**config.mk**
```make
export PLATFORM = sky130hd
export DESIGN_NAME = image_upload_session_control
export DESIGN_NICKNAME = d
export VERILOG_FILES = /design/src/iupl_pkg.sv /design/src/iupl_rem.sv /design/src/image_upload_session_control.sv
export SDC_FILE = /design/constraint.sdc
export NUM_CORES = 2
export LEC_CHECK = 0
export ABC_CLOCK_PERIOD_IN_PS = 13400
export BUFFER_PORTS_ARGS = -buffer_cell sky130_fd_sc_hd__buf_2
export CORE_MARGIN = 10
export CORE_UTILIZATION = 35
export CTS_BUF_LIST = sky130_fd_sc_hd__clkbuf_2
export DETAILED_ROUTE_END_ITERATION = 6
export PLACE_DENSITY = 0.48
export SYNTH_ARGS = -nofsm -noshare
export SYNTH_HDL_FRONTEND = slang
export SYNTH_HIERARCHICAL = 1
export SYNTH_SLANG_ARGS = --single-unit
```
**constraint.sdc**
```tcl
create_clock -name clk -period 13.4 [get_ports clk]
set_input_delay 2.01 -clock clk [delete_from_list [all_inputs] [get_ports clk]]
set_output_delay 2.01 -clock clk [all_outputs]
set_load 0.01 [all_outputs]
```
**src/iupl_pkg.sv**
```systemverilog
// ----------------------------------------------------------------------------
// iupl_pkg
// Shared types, codes and helpers for the image upload session controller.
// ----------------------------------------------------------------------------
package iupl_pkg;

  localparam int unsigned HDR_BYTES = 4;
  localparam int unsigned IN_W      = 408;
  localparam int unsigned OUT_W     = 136;

  // Command codes carried on the input tuser.
  typedef enum logic [2:0] {
    ACT_INFO   = 3'd0,
    ACT_BEGIN  = 3'd1,
    ACT_DATA   = 3'd2,
    ACT_END    = 3'd3,
    ACT_REVERT = 3'd4,
    ACT_TICK   = 3'd5
  } action_t;

  // Status codes carried on the output tuser.
  typedef enum logic [2:0] {
    ST_OK     = 3'd0,
    ST_ARG    = 3'd1,
    ST_NOSPC  = 3'd2,
    ST_STATE  = 3'd3,
    ST_OFFSET = 3'd4,
    ST_VERIFY = 3'd5
  } status_t;

  // Session phases.
  typedef enum logic [1:0] {
    PH_IDLE      = 2'd0,
    PH_ACTIVE    = 2'd1,
    PH_SUSPENDED = 2'd2,
    PH_VERIFIED  = 2'd3
  } phase_t;

  // Configuration register indexes.
  typedef enum logic [1:0] {
    REG_GRANULE  = 2'd0,
    REG_CAPACITY = 2'd1,
    REG_TIMEOUT  = 2'd2,
    REG_CHUNK    = 2'd3
  } reg_idx_t;

  // Request to the shared remainder unit.
  typedef struct packed {
    logic        start;
    logic [31:0] dividend;
    logic [31:0] divisor;
  } rem_req_t;

  // Answer from the shared remainder unit.
  typedef struct packed {
    logic        done;
    logic [31:0] rem;
  } rem_rsp_t;

  // Round v up to a multiple of g, given r = v mod g; saturates at the top.
  function automatic logic [31:0] round_up(input logic [31:0] v, input logic [31:0] g,
                                           input logic [31:0] r);
    logic [31:0] gap;
    gap = g - r;
    if (g <= 32'd1 || r == 32'd0) begin
      return v;
    end else if (v > (32'hFFFF_FFFF - gap)) begin
      return 32'hFFFF_FFFF;
    end else begin
      return v + gap;
    end
  endfunction

endpackage

```
**src/iupl_rem.sv**
```systemverilog
// ----------------------------------------------------------------------------
// iupl_rem
// Iterative restoring remainder unit, one quotient bit per cycle.
// ----------------------------------------------------------------------------
module iupl_rem (
  input  logic               clk,
  input  logic               rst_n,
  input  iupl_pkg::rem_req_t req,
  output iupl_pkg::rem_rsp_t rsp
);
  import iupl_pkg::*;

  logic [31:0] rem_r, rem_nxt;
  logic [31:0] quo_r, quo_nxt;
  logic [31:0] div_r, div_nxt;
  logic [4:0]  cnt_r, cnt_nxt;
  logic        busy_r, busy_nxt;
  logic        done_r, done_nxt;
  logic [32:0] shifted;
  logic [32:0] trial;

  // One shift and trial subtract per step.
  always_comb begin
    shifted  = {rem_r, quo_r[31]};
    trial    = shifted - {1'b0, div_r};
    rem_nxt  = rem_r;
    quo_nxt  = quo_r;
    div_nxt  = div_r;
    cnt_nxt  = cnt_r;
    busy_nxt = busy_r;
    done_nxt = 1'b0;
    if (req.start) begin
      rem_nxt  = '0;
      quo_nxt  = req.dividend;
      div_nxt  = req.divisor;
      cnt_nxt  = '0;
      busy_nxt = 1'b1;
    end else if (busy_r) begin
      rem_nxt = trial[32] ? shifted[31:0] : trial[31:0];
      quo_nxt = {quo_r[30:0], 1'b0};
      cnt_nxt = cnt_r + 5'd1;
      if (cnt_r == 5'd31) begin
        busy_nxt = 1'b0;
        done_nxt = 1'b1;
      end
    end
  end

  // Control state and datapath registers.
  always_ff @(posedge clk) begin
    if (!rst_n) begin
      busy_r <= 1'b0;
      done_r <= 1'b0;
      cnt_r  <= '0;
    end else begin
      busy_r <= busy_nxt;
      done_r <= done_nxt;
      cnt_r  <= cnt_nxt;
    end
    rem_r <= rem_nxt;
    quo_r <= quo_nxt;
    div_r <= div_nxt;
  end

  assign rsp.done = done_r;
  assign rsp.rem  = rem_r;

endmodule

```
**src/image_upload_session_control.sv**
```systemverilog
// ----------------------------------------------------------------------------
// image_upload_session_control
// Resumable upload session sequencer with progressive erase ahead of the
// write frontier.
// ----------------------------------------------------------------------------
// Channel | Direction | Handshake          | Content
// in_     | slave     | tvalid/tready      | one command request
// out_    | master    | tvalid/tready      | one response per request
// cfg_    | slave     | valid/ready        | register index and data
//
// A command without an erase passes through S_EXEC and S_OUT before response
// valid rises. A command that erases runs two 32-step remainders on the shared
// unit before response valid rises. The input is not ready while a command is
// in work or a response waits. Reset is synchronous, clears the session and
// loads the configuration defaults. Configuration writes are always taken.
// ----------------------------------------------------------------------------
module image_upload_session_control (
  input  logic         clk,
  input  logic         rst_n,
  input  logic         in_tvalid,
  output logic         in_tready,
  // image_size, chunk_offset, data_length, length_ok, digest_word0..3,
  // now_time, check_ok, zero pad
  input  logic [407:0] in_tdata,
  // action
  input  logic [2:0]   in_tuser,
  output logic         out_tvalid,
  input  logic         out_tready,
  // frontier, image_total, resumed, erase_request, erase_start, erase_length,
  // write_request, write_flush, session_state, zero pad
  output logic [135:0] out_tdata,
  // status
  output logic [2:0]   out_tuser,
  input  logic         cfg_valid,
  output logic         cfg_ready,
  input  logic [1:0]   cfg_index,
  input  logic [31:0]  cfg_data
);
  import iupl_pkg::*;

  typedef enum logic [2:0] {
    S_IDLE, S_EXEC, S_LIM, S_TGT, S_RND, S_EMIT, S_OUT
  } seq_t;

  seq_t         seq_r;
  rem_req_t     rq;
  rem_rsp_t     rs;

  // Configuration registers.
  logic [31:0]  granule_r, capacity_r, timeout_r;
  logic [15:0]  chunk_r;

  // Session state.
  phase_t       phase_r, phase_nxt;
  logic [31:0]  total_r, total_nxt;
  logic [63:0]  dig_r [4];
  logic [63:0]  dig_nxt [4];
  logic [31:0]  front_r, front_nxt;
  logic [31:0]  erased_r;
  logic [63:0]  last_r, last_nxt;

  // Latched request.
  logic [2:0]   act_r;
  logic [31:0]  size_r, off_r;
  logic [15:0]  dlen_r;
  logic         lok_r, chk_r;
  logic [63:0]  idig_r [4];
  logic [63:0]  now_r;

  // Execution results.
  status_t      st_nxt, st_r;
  logic         res_nxt, res_r, wr_nxt, wr_r, fl_nxt, fl_r;
  logic         doer_nxt;
  logic [31:0]  need_nxt, need_r;
  logic         er_r;
  logic [31:0]  ers_r, erl_r;
  logic [31:0]  lim_r, tgt0_r, tgt_r;
  logic [31:0]  lim_ru;
  logic [32:0]  end_pos;
  logic         out_valid_r;
  logic         match;

  iupl_rem u_rem (.clk(clk), .rst_n(rst_n), .req(rq), .rsp(rs));

  assign in_tready = (seq_r == S_IDLE) && !out_valid_r;
  assign cfg_ready = 1'b1;
  assign end_pos   = {1'b0, off_r} + {17'd0, dlen_r};
  assign match     = (dig_r[0] == idig_r[0]) && (dig_r[1] == idig_r[1]) &&
                     (dig_r[2] == idig_r[2]) && (dig_r[3] == idig_r[3]);
  assign lim_ru    = round_up(total_r, granule_r, rs.rem);

  // Command decode and session update.
  always_comb begin
    st_nxt    = ST_OK;
    res_nxt   = 1'b0;
    wr_nxt    = 1'b0;
    fl_nxt    = 1'b0;
    doer_nxt  = 1'b0;
    need_nxt  = '0;
    phase_nxt = phase_r;
    total_nxt = total_r;
    front_nxt = front_r;
    last_nxt  = last_r;
    for (int i = 0; i < 4; i++) dig_nxt[i] = dig_r[i];
    unique case (act_r)
      ACT_INFO: begin
        if (!lok_r) st_nxt = ST_ARG;
      end
      ACT_BEGIN: begin
        if (!lok_r || size_r == 32'd0) begin
          st_nxt = ST_ARG;
        end else if (capacity_r == 32'd0 || size_r > capacity_r) begin
          st_nxt = ST_NOSPC;
        end else begin
          res_nxt = (phase_r == PH_ACTIVE || phase_r == PH_SUSPENDED) &&
                    total_r == size_r && match;
          if (!res_nxt) begin
            total_nxt = size_r;
            front_nxt = '0;
            for (int i = 0; i < 4; i++) dig_nxt[i] = idig_r[i];
            doer_nxt  = 1'b1;
          end
          phase_nxt = PH_ACTIVE;
          last_nxt  = now_r;
        end
      end
      ACT_DATA: begin
        if (phase_r != PH_ACTIVE) begin
          st_nxt = ST_STATE;
        end else if (dlen_r == 16'd0 || dlen_r > chunk_r || off_r > total_r ||
                     {16'd0, dlen_r} > (total_r - off_r)) begin
          st_nxt = ST_ARG;
        end else if (off_r != front_r) begin
          if (off_r < front_r && end_pos[31:0] <= front_r) last_nxt = now_r;
          else st_nxt = ST_OFFSET;
        end else begin
          doer_nxt  = 1'b1;
          need_nxt  = end_pos[31:0];
          wr_nxt    = 1'b1;
          fl_nxt    = end_pos[31:0] == total_r;
          front_nxt = end_pos[31:0];
          last_nxt  = now_r;
        end
      end
      ACT_END: begin
        if (!lok_r) begin
          st_nxt = ST_ARG;
        end else if (phase_r != PH_ACTIVE && phase_r != PH_VERIFIED) begin
          st_nxt = ST_STATE;
        end else if (front_r != total_r) begin
          st_nxt = ST_STATE;
        end else if (total_r < HDR_BYTES || !chk_r) begin
          st_nxt    = ST_VERIFY;
          phase_nxt = PH_IDLE;
          total_nxt = '0;
          front_nxt = '0;
          last_nxt  = '0;
          for (int i = 0; i < 4; i++) dig_nxt[i] = '0;
        end else begin
          phase_nxt = PH_VERIFIED;
        end
      end
      ACT_TICK: begin
        if (phase_r == PH_ACTIVE && (now_r - last_r) >= {32'd0, timeout_r})
          phase_nxt = PH_SUSPENDED;
      end
      default: begin
        phase_nxt = PH_IDLE;
        total_nxt = '0;
        front_nxt = '0;
        last_nxt  = '0;
        for (int i = 0; i < 4; i++) dig_nxt[i] = '0;
      end
    endcase
  end

  // Remainder requests: the image size first, then the erase target.
  always_comb begin
    rq.start    = 1'b0;
    rq.dividend = total_r;
    rq.divisor  = granule_r;
    if (seq_r == S_EXEC && doer_nxt) begin
      rq.start    = 1'b1;
      rq.dividend = total_nxt;
    end else if (seq_r == S_TGT) begin
      rq.start    = 1'b1;
      rq.dividend = tgt0_r;
    end
  end

  // Sequencer, session registers and response registers.
  always_ff @(posedge clk) begin
    if (!rst_n) begin
      seq_r       <= S_IDLE;
      out_valid_r <= 1'b0;
      granule_r   <= 32'd4096;
      capacity_r  <= 32'd1048576;
      timeout_r   <= 32'd5000;
      chunk_r     <= 16'd512;
      phase_r     <= PH_IDLE;
      total_r     <= '0;
      front_r     <= '0;
      erased_r    <= '0;
      last_r      <= '0;
      for (int i = 0; i < 4; i++) dig_r[i] <= '0;
    end else begin
      if (cfg_valid) begin
        unique case (reg_idx_t'(cfg_index))
          REG_GRANULE:  granule_r  <= cfg_data;
          REG_CAPACITY: capacity_r <= cfg_data;
          REG_TIMEOUT:  timeout_r  <= cfg_data;
          REG_CHUNK:    chunk_r    <= cfg_data[15:0];
        endcase
      end
      if (out_valid_r && out_tready) out_valid_r <= 1'b0;
      unique case (seq_r)
        S_IDLE: begin
          if (in_tvalid && in_tready) begin
            act_r   <= in_tuser;
            size_r  <= in_tdata[31:0];
            off_r   <= in_tdata[63:32];
            dlen_r  <= in_tdata[79:64];
            lok_r   <= in_tdata[80];
            idig_r[0] <= in_tdata[144:81];
            idig_r[1] <= in_tdata[208:145];
            idig_r[2] <= in_tdata[272:209];
            idig_r[3] <= in_tdata[336:273];
            now_r   <= in_tdata[400:337];
            chk_r   <= in_tdata[401];
            seq_r   <= S_EXEC;
          end
        end
        S_EXEC: begin
          phase_r <= phase_nxt;
          total_r <= total_nxt;
          front_r <= front_nxt;
          last_r  <= last_nxt;
          for (int i = 0; i < 4; i++) dig_r[i] <= dig_nxt[i];
          if (phase_nxt == PH_IDLE || (act_r == ACT_BEGIN && doer_nxt)) begin
            erased_r <= '0;
          end
          st_r   <= st_nxt;
          res_r  <= res_nxt;
          wr_r   <= wr_nxt;
          fl_r   <= fl_nxt;
          need_r <= need_nxt;
          er_r   <= 1'b0;
          ers_r  <= '0;
          erl_r  <= '0;
          seq_r  <= doer_nxt ? S_LIM : S_OUT;
        end
        S_LIM: begin
          if (rs.done) begin
            lim_r  <= (lim_ru > capacity_r) ? capacity_r : lim_ru;
            tgt0_r <= (need_r > (32'hFFFF_FFFF - granule_r)) ?
                      ((lim_ru > capacity_r) ? capacity_r : lim_ru) :
                      need_r + granule_r;
            seq_r  <= S_TGT;
          end
        end
        S_TGT: begin
          seq_r <= S_RND;
        end
        S_RND: begin
          if (rs.done) begin
            tgt_r <= round_up(tgt0_r, granule_r, rs.rem);
            seq_r <= S_EMIT;
          end
        end
        S_EMIT: begin
          // Clamp to the limit, never below the needed end.
          if (((tgt_r > lim_r) ? ((lim_r < need_r) ? need_r : lim_r) :
               ((tgt_r < need_r) ? need_r : tgt_r)) > erased_r) begin
            er_r     <= 1'b1;
            ers_r    <= erased_r;
            erl_r    <= ((tgt_r > lim_r) ? ((lim_r < need_r) ? need_r : lim_r) :
                         ((tgt_r < need_r) ? need_r : tgt_r)) - erased_r;
            erased_r <= (tgt_r > lim_r) ? ((lim_r < need_r) ? need_r : lim_r) :
                        ((tgt_r < need_r) ? need_r : tgt_r);
          end
          seq_r <= S_OUT;
        end
        S_OUT: begin
          out_valid_r <= 1'b1;
          seq_r       <= S_IDLE;
        end
        default: seq_r <= S_IDLE;
      endcase
    end
  end

  assign out_tvalid = out_valid_r;
  assign out_tuser  = st_r;
  assign out_tdata  = {2'b00, phase_r, fl_r, wr_r, erl_r, ers_r, er_r, res_r,
                       total_r, front_r};

`ifndef SYNTHESIS
  // A flush only comes with a write.
  a_flush_write: assert property (@(posedge clk) disable iff (!rst_n)
    out_tvalid && out_tdata[131] |-> out_tdata[130])
    else $error("flush without write request");

  // An issued erase range is never empty.
  a_erase_len: assert property (@(posedge clk) disable iff (!rst_n)
    out_tvalid && out_tdata[65] |-> out_tdata[129:98] != 32'd0)
    else $error("empty erase range");

  // A resumed session answers ok and is active.
  a_resume: assert property (@(posedge clk) disable iff (!rst_n)
    out_tvalid && out_tdata[64] |-> out_tuser == ST_OK && out_tdata[133:132] == PH_ACTIVE)
    else $error("resume with bad status or phase");

  // A response never waits while a new request is taken.
  a_one_busy: assert property (@(posedge clk) disable iff (!rst_n)
    in_tready |-> !out_tvalid && seq_r == S_IDLE)
    else $error("request taken while busy");
`endif

endmodule
```
# Yosys cells after proc, flatten, opt, wreduce, memory -nomap -nowiden
# Memories as Yosys holds them, arrays and structs flattened.
# Cells that the tools add are included.
[totals]
n_memories = 2
word_cells = 284
out_inout_bits = 142
latch_bits = 0
ramBits = 512
romBits = 0
ff_bits = 729
in_bits = 450
[op_classes]
multipliers = 0
n_div = 0
n_eq_ne = 42
n_shift = 0
n_reduce_logical = 56
n_addsub = 12
order_cmp = 17
bitwise_logic = 9
mux = 111
[mem_list]
columns = ["name", "depth", "word_bits", "rd", "rd_ports_with_merged_regs", "wr", "line_no", "rtl"]
rows = [
  ["dig_r", 4, 64, 4, 0, 4, "image_upload_session_control.sv:56", "logic [63:0] dig_r [4];"],
  ["idig_r", 4, 64, 4, 0, 4, "image_upload_session_control.sv:67", "logic [63:0] idig_r [4];"],
]
[ops]
columns = ["op", "count"]
rows = [
  ["2-to-1 mux 256 bit", 7],
  ["2-to-1 mux 32 bit", 33],
  ["2-to-1 mux 64 bit", 14],
  ["case mux 256 bit (3 select lines)", 1],
  ["== test 64 bit", 4],
  ["greater-than comparator 32 bit", 8],
  ["case mux 64 bit (4 select lines)", 1],
  ["case mux 32 bit (2 select lines)", 3],
  ["case mux 32 bit (4 select lines)", 1],
  ["adder 32 bit", 3],
  ["logical NOT 32 bit", 3],
  ["less-than comparator 32 bit", 3],
  ["case mux 32 bit (3 select lines)", 1],
  ["subtractor 32 bit", 3],
  ["2-to-1 mux 33 bit", 2],
  ["== test 32 bit", 2],
  [">= comparator 64 x 32 -> 1 bit", 1],
  ["inequality test 32 bit", 2],
  ["subtractor 32 bit (first input constant)", 2],
  ["subtractor 64 bit", 1],
  ["2-to-1 mux 3 bit", 12],
  ["subtractor 33 x 32 -> 33 bit", 1],
  ["adder 32 x 16 -> 32 bit", 1],
  ["greater-than comparator 16 x 32 -> 1 bit", 1],
  ["36 further kinds", 137],
]

# Logic depth before layout (Yosys ltp)
# An unclocked memory read counts as a cell.
[logic_depth]
depth_word = 14
mapped_depth = 41
mapped_depth_nobuf = 39

# Hierarchy
# The synthesis kept the hierarchy.
[modules_own_cells]
columns = ["module", "area_per_inst_um2", "cells_each", "seq_area_each_um2", "n_inst"]
rows = [
  ["image_upload_session_control", 67762.5, 6697, 31390.1, 1],
  ["iupl_rem", 5968.2, 574, 2702.6, 1],
]

# Least setup slack after synthesis
# Ideal clock, no wire load.
[synth_path]
kind = "input-to-reg"
startpoint = "in rst_n"
endpoint = "mem idig_r[0][0] (enable)"
t_required_ns = 12.749
n_path_buf = 2
path_slack_ns = 4.344
setup_time_ns = 0.651
path_stages = 3
arrival_time_ns = 8.405
cell_sequence = "clkbuf_1 > clkbuf_1 > and3_1"
[synth_rtl]
columns = ["item", "line_no", "rtl"]
rows = [
  ["start: declaration", "image_upload_session_control.sv:19", "input logic rst_n,"],
  ["end: declaration", "image_upload_session_control.sv:67", ""],
]

# Worst setup path after layout
[layout_path]
startpoint = "reg u_rem.rem_r[6]"
endpoint = "reg tgt0_r[26], data pin"
[layout_between]
elab_chain_len = 8
elab_cells_between_ends = 11
classes_between = "add/sub: 3; order compare: 2; mux: 4; reduce/logical: 2"
[layout_rtl]
columns = ["item", "line_no", "rtl"]
rows = [
  ["start: declaration", "iupl_rem.sv:13", "logic [31:0] rem_r, rem_nxt;"],
  ["start signal: assignment", "iupl_rem.sv:60", "rem_r <= rem_nxt;"],
  ["subtractor 32 bit", "iupl_pkg.sv:64", "gap = g - r;"],
  ["subtractor 32 bit", "iupl_pkg.sv:67", "end else if (v > (32'hFFFF_FFFF - gap)) begin"],
  ["greater-than comparator 32 bit", "iupl_pkg.sv:67", ""],
  ["2-to-1 mux 32 bit", "iupl_pkg.sv:67", ""],
  ["2-to-1 mux 32 bit (*)", "iupl_pkg.sv:65", "if (g <= 32'd1 || r == 32'd0) begin"],
  ["greater-than comparator 32 bit", "image_upload_session_control.sv:256", "((lim_ru > capacity_r) ? capacity_r : lim_ru) :"],
  ["2-to-1 mux 32 bit (*)", "image_upload_session_control.sv:256", ""],
  ["2-to-1 mux 32 bit (*)", "image_upload_session_control.sv:255", "tgt0_r <= (need_r > (32'hFFFF_FFFF - granule_r)) ?"],
  ["end signal: assignment", "image_upload_session_control.sv:255", ""],
  ["end: declaration", "image_upload_session_control.sv:77", "logic [31:0] lim_r, tgt0_r, tgt_r;"],
]
# Mark *: on every way between the ends. The rest lies on a longest branch, timed or not.
# A chain may end at the register's enable or synchronous reset.

==> results.toml <==
[die]
initial_utilization_pct = 35.18
die_h_um = 479.0
pin_count = 592
row_count = 168
dieArea_um2 = 229400
floorplan.die.width_um = 479.0
placeableCoreArea_um2 = 209600

[placed_design]
preCtsSetupSlack_ps = 3487
hpwlAfterDp_um = 236300
placement.cell_area_um2 = 79770
gp_congestion = 0.9773
port_buffers = 582

[drt]
ant_nets = 0
number_of_vias_in_the_routed_layout = 61900
drt_first_iter_violations = 5604
firstDrtPassIters = 7
finalWirelength_um = 301800
post-route-drc-count = 13
drt-vias-per-instance = 5.514
post_drt_wl_per_cell_um = 26.89

[worst_setup_path]
critPathMostFrequentCell = "sky130_fd_sc_hd__a21o_1"
max_stage_delay_ps = 840
crit_fanout = 36
r2r_slack_ps = 3370
rr_endpoint = "tgt0_r[26]"
rr_startpoint = "u_rem/rem_r[6]"
crit_arrival_ps = 11650
timing_worst_setup_path_type = "flip-flop to flip-flop"
critPathLaunchType = "flip-flop"
setup.worst_path.start = "u_rem/rem_r[6]"
critical-path-slowest-cell = "sky130_fd_sc_hd__a211o_2"
worstRegToRegCells = 34
crit_path_end_kind = "flip-flop"
worstSetupEndpoint = "tgt0_r[26]"
required_ps = 15020

[global_routing]
grt_max_degree = 163
antenna_found_initial = 60
grt_first_pass_wirelength_um = 428200
first_global_vias = 60310
grt_util_all_layers_pct = 25.22
grt-ovfl-total = 0

[synth]
synth_enable_flop_cells = 924
synth_simple_gate_area_share_pct = 13.75
synth_top_cell_area_share_pct = 37.63
synth_top_cell_by_area = "sky130_fd_sc_hd__edfxtp_1"
post_synth_xor_area_fraction_pct = 5.247
yosysSeqAreaShare_pct = 46.24
synth-compound-area-share_pct = 17.39
syn_inst = 7271
syn-cell-area_um2 = 73730
post_synth_num_cell_types = 109
synth_top_family_by_area = "compound AO/OA/AOI/OAI gates"
synth_area_leaders = "sky130_fd_sc_hd__edfxtp_1, sky130_fd_sc_hd__ha_1, sky130_fd_sc_hd__dfxtp_1"
synth_register_bits = 1241
synth.avg_cell_area_um2 = 10.14
yosysWarnings = 6
synthArstFlopShare_pct = 0
yosys_most_used_dff = "sky130_fd_sc_hd__edfxtp_1"
adder_cell_share_of_the_synthesized_area_pct = 10.34
synth.area.mux_share_pct = 1.802

[finish]
drive_gt1_share_pct = 17.11
mostFrequentLayoutCells = "sky130_fd_sc_hd__edfxtp_1, sky130_fd_sc_hd__inv_1, sky130_fd_sc_hd__nand2_1"
area_of_all_placed_cells_without_fillers_um2 = 84180
final_core_area_utilization_pct = 40.17
area_delta_synth_final_pct = 14.17
final_common_cell = "sky130_fd_sc_hd__edfxtp_1"
nets = 9181
fillers = 21060

[sta]
drv_slew = 4
layout_worst_path_cycle_share_pct = 74.85
hold_violations = 0
final.setup_skew_ps = 259.8
slew-limit-headroom_pct = -4.235
setup_ws_ps = 3370
setup_total_negative_slack_ps = 0
timing_worst_slew_pin_value_ps = 1542
finalCriticalPeriod_ps = 10030
setup_repair_after_global_routing_missed_its_margin = "false"
final-setup-viol-count = 0
maxClockFrequency_ghz = 0.09970

[clocking]
h-tree-depth = 5
cts.repair_timing.setup_buffer_count = 0
ctsResizeCount = 0
cts_buffers = 363
clk_root_buf = "sky130_fd_sc_hd__clkbuf_2"
clock_sinks = 1241
cts_tree = "done"
source_to_sink_clock_delay_at_the_later_pin_of_the_worst_skew_pair_ps = 1960
clk_pin_slew_ps = 90
max-clock-path-buffers = 4

[power]
power.leakage_nw = 35.13
vdd.ir_drop.worst_uv = 116.9
power.density_cell_area_nw_per_um2 = 133.5

[run_status]
violations = "design-rule violations, max-capacitance violations, max-slew violations"
run_status = "finished with violations"

[job]
timing.max_cap.violations = 1

[hold_path]
holdCritPathClass = "primary input to flip-flop"
## worst min-delay path by stage
stage,slack (ps),start,depth (start not counted),endpoint
global placement,450,timeout_r[21],2,timeout_r[21]
finish,250,in_tdata[143],1,idig_r[0][62]
global route,80,in_tdata[212],1,idig_r[2][3]
CTS,0.8,in_tdata[143],1,idig_r[0][62]
floorplan,440,chunk_r[10],2,chunk_r[10]
detailed placement,460,timeout_r[15],2,timeout_r[15]
## sequential cells by signal, indices dropped and copies added (netlist names), 64 cells and up
name    flops
dig_r     256
now_r      64
idig_r    256
last_r     64
## final cells by class
cell class	count	area, µm²	area share (%)
multi-input combinational	5035	35940	42.69
sequential	1241	34090	40.50
timing repair buffer	802	4890	5.809
tap	2805	3510	4.169
inverter	684	2576	3.060
clock inverter	94	406.6	0.4831
antenna	23	57.56	0.06837
clock buffer	541	2708	3.216
## cell families (layout without fill, tap and decap cells)
logic type,after synthesis,in the layout
mux,123,123
compound gates,1821,1821
flops,1241,1241
other cells,2,26
xor+xnor,440,440
buf+inv,996,2121
simple gates,2044,2044
fa+ha+maj,604,604
## critical path, delay by kind of cell, from the launching register on
family                   cells  cell delay (ps)
XOR/XNOR                     1              510
buffers and inverters        3              560
flip-flops                   1              470
AO/OA/AOI/OAI               24             6060
AND/OR/NAND/NOR              1              340
multiplexers                 2              720
adder cells (fa/ha/maj)      3             1060
## metal layers
metal	GRT usage, %	share of wire [%]
met4	10.39	4.5
met1	33.36	43
met5	0	0.098
met3	5.879	7.7
met2	39.61	45
## where the power goes
group          switching [W]  internal, W
combinational        0.00237      0.00143
clock                0.00175      0.00109
sequential          0.000202      0.00440
## synth_stat cells, types with 14 or more instances
master                      count
sky130_fd_sc_hd__or2_2         28
sky130_fd_sc_hd__a22o_1       139
sky130_fd_sc_hd__a311oi_1      16
sky130_fd_sc_hd__a21boi_0     115
sky130_fd_sc_hd__nor2_1       327
sky130_fd_sc_hd__nand4_1      160
sky130_fd_sc_hd__and3_1       203
sky130_fd_sc_hd__nand3_1       96
sky130_fd_sc_hd__nor3_1       222
sky130_fd_sc_hd__buf_2         18
sky130_fd_sc_hd__mux2_2        68
sky130_fd_sc_hd__nand2b_1      75
sky130_fd_sc_hd__dfxtp_1      317
sky130_fd_sc_hd__nand2_1      632
sky130_fd_sc_hd__a2111oi_0     19
sky130_fd_sc_hd__and2_1        26
sky130_fd_sc_hd__mux2i_1       54
sky130_fd_sc_hd__xor2_1       200
sky130_fd_sc_hd__a221o_1       40
sky130_fd_sc_hd__o2bb2ai_1     34
sky130_fd_sc_hd__a211oi_1      37
sky130_fd_sc_hd__inv_1        684
sky130_fd_sc_hd__o21ai_0      278
sky130_fd_sc_hd__a222oi_1      33
sky130_fd_sc_hd__a21o_1       206
sky130_fd_sc_hd__or4_1         15
sky130_fd_sc_hd__a221oi_1      41
sky130_fd_sc_hd__o31ai_1       37
sky130_fd_sc_hd__o21bai_1      56
sky130_fd_sc_hd__or3_1         20
sky130_fd_sc_hd__nor4_1       106
sky130_fd_sc_hd__o22ai_1       60
sky130_fd_sc_hd__clkbuf_1     269
sky130_fd_sc_hd__ha_1         595
sky130_fd_sc_hd__a21oi_1      371
sky130_fd_sc_hd__a31oi_1       39
sky130_fd_sc_hd__o21a_1        68
sky130_fd_sc_hd__o21ai_1       17
sky130_fd_sc_hd__xnor2_1      238
sky130_fd_sc_hd__a22oi_1       14
sky130_fd_sc_hd__edfxtp_1     924
sky130_fd_sc_hd__nor2b_1       81
sky130_fd_sc_hd__o211ai_1      36
sky130_fd_sc_hd__o221ai_1      17
## stage by stage
| step | power (W) | std cells | hold slack [ps] |
|---|---|---|---|
| detailed placement | 0.008385 | 10440 | 459.7 |
| global route | 0.01192 | 11210 | 76.35 |
| finish | 0.01124 | 11230 | 248.0 |
| floorplan | 0.007172 | 7272 | 443.5 |
| CTS | 0.01131 | 11200 | 0.8349 |
| global placement | 0.008365 | 10440 | 452.7 |
## repair_timing
item	CTS	global route
endpoints found under the hold margin	124	0
setup endpoints to repair	0	0
hold buffers	124	0
No activity file was read; power rests on OpenSTA's default activity.
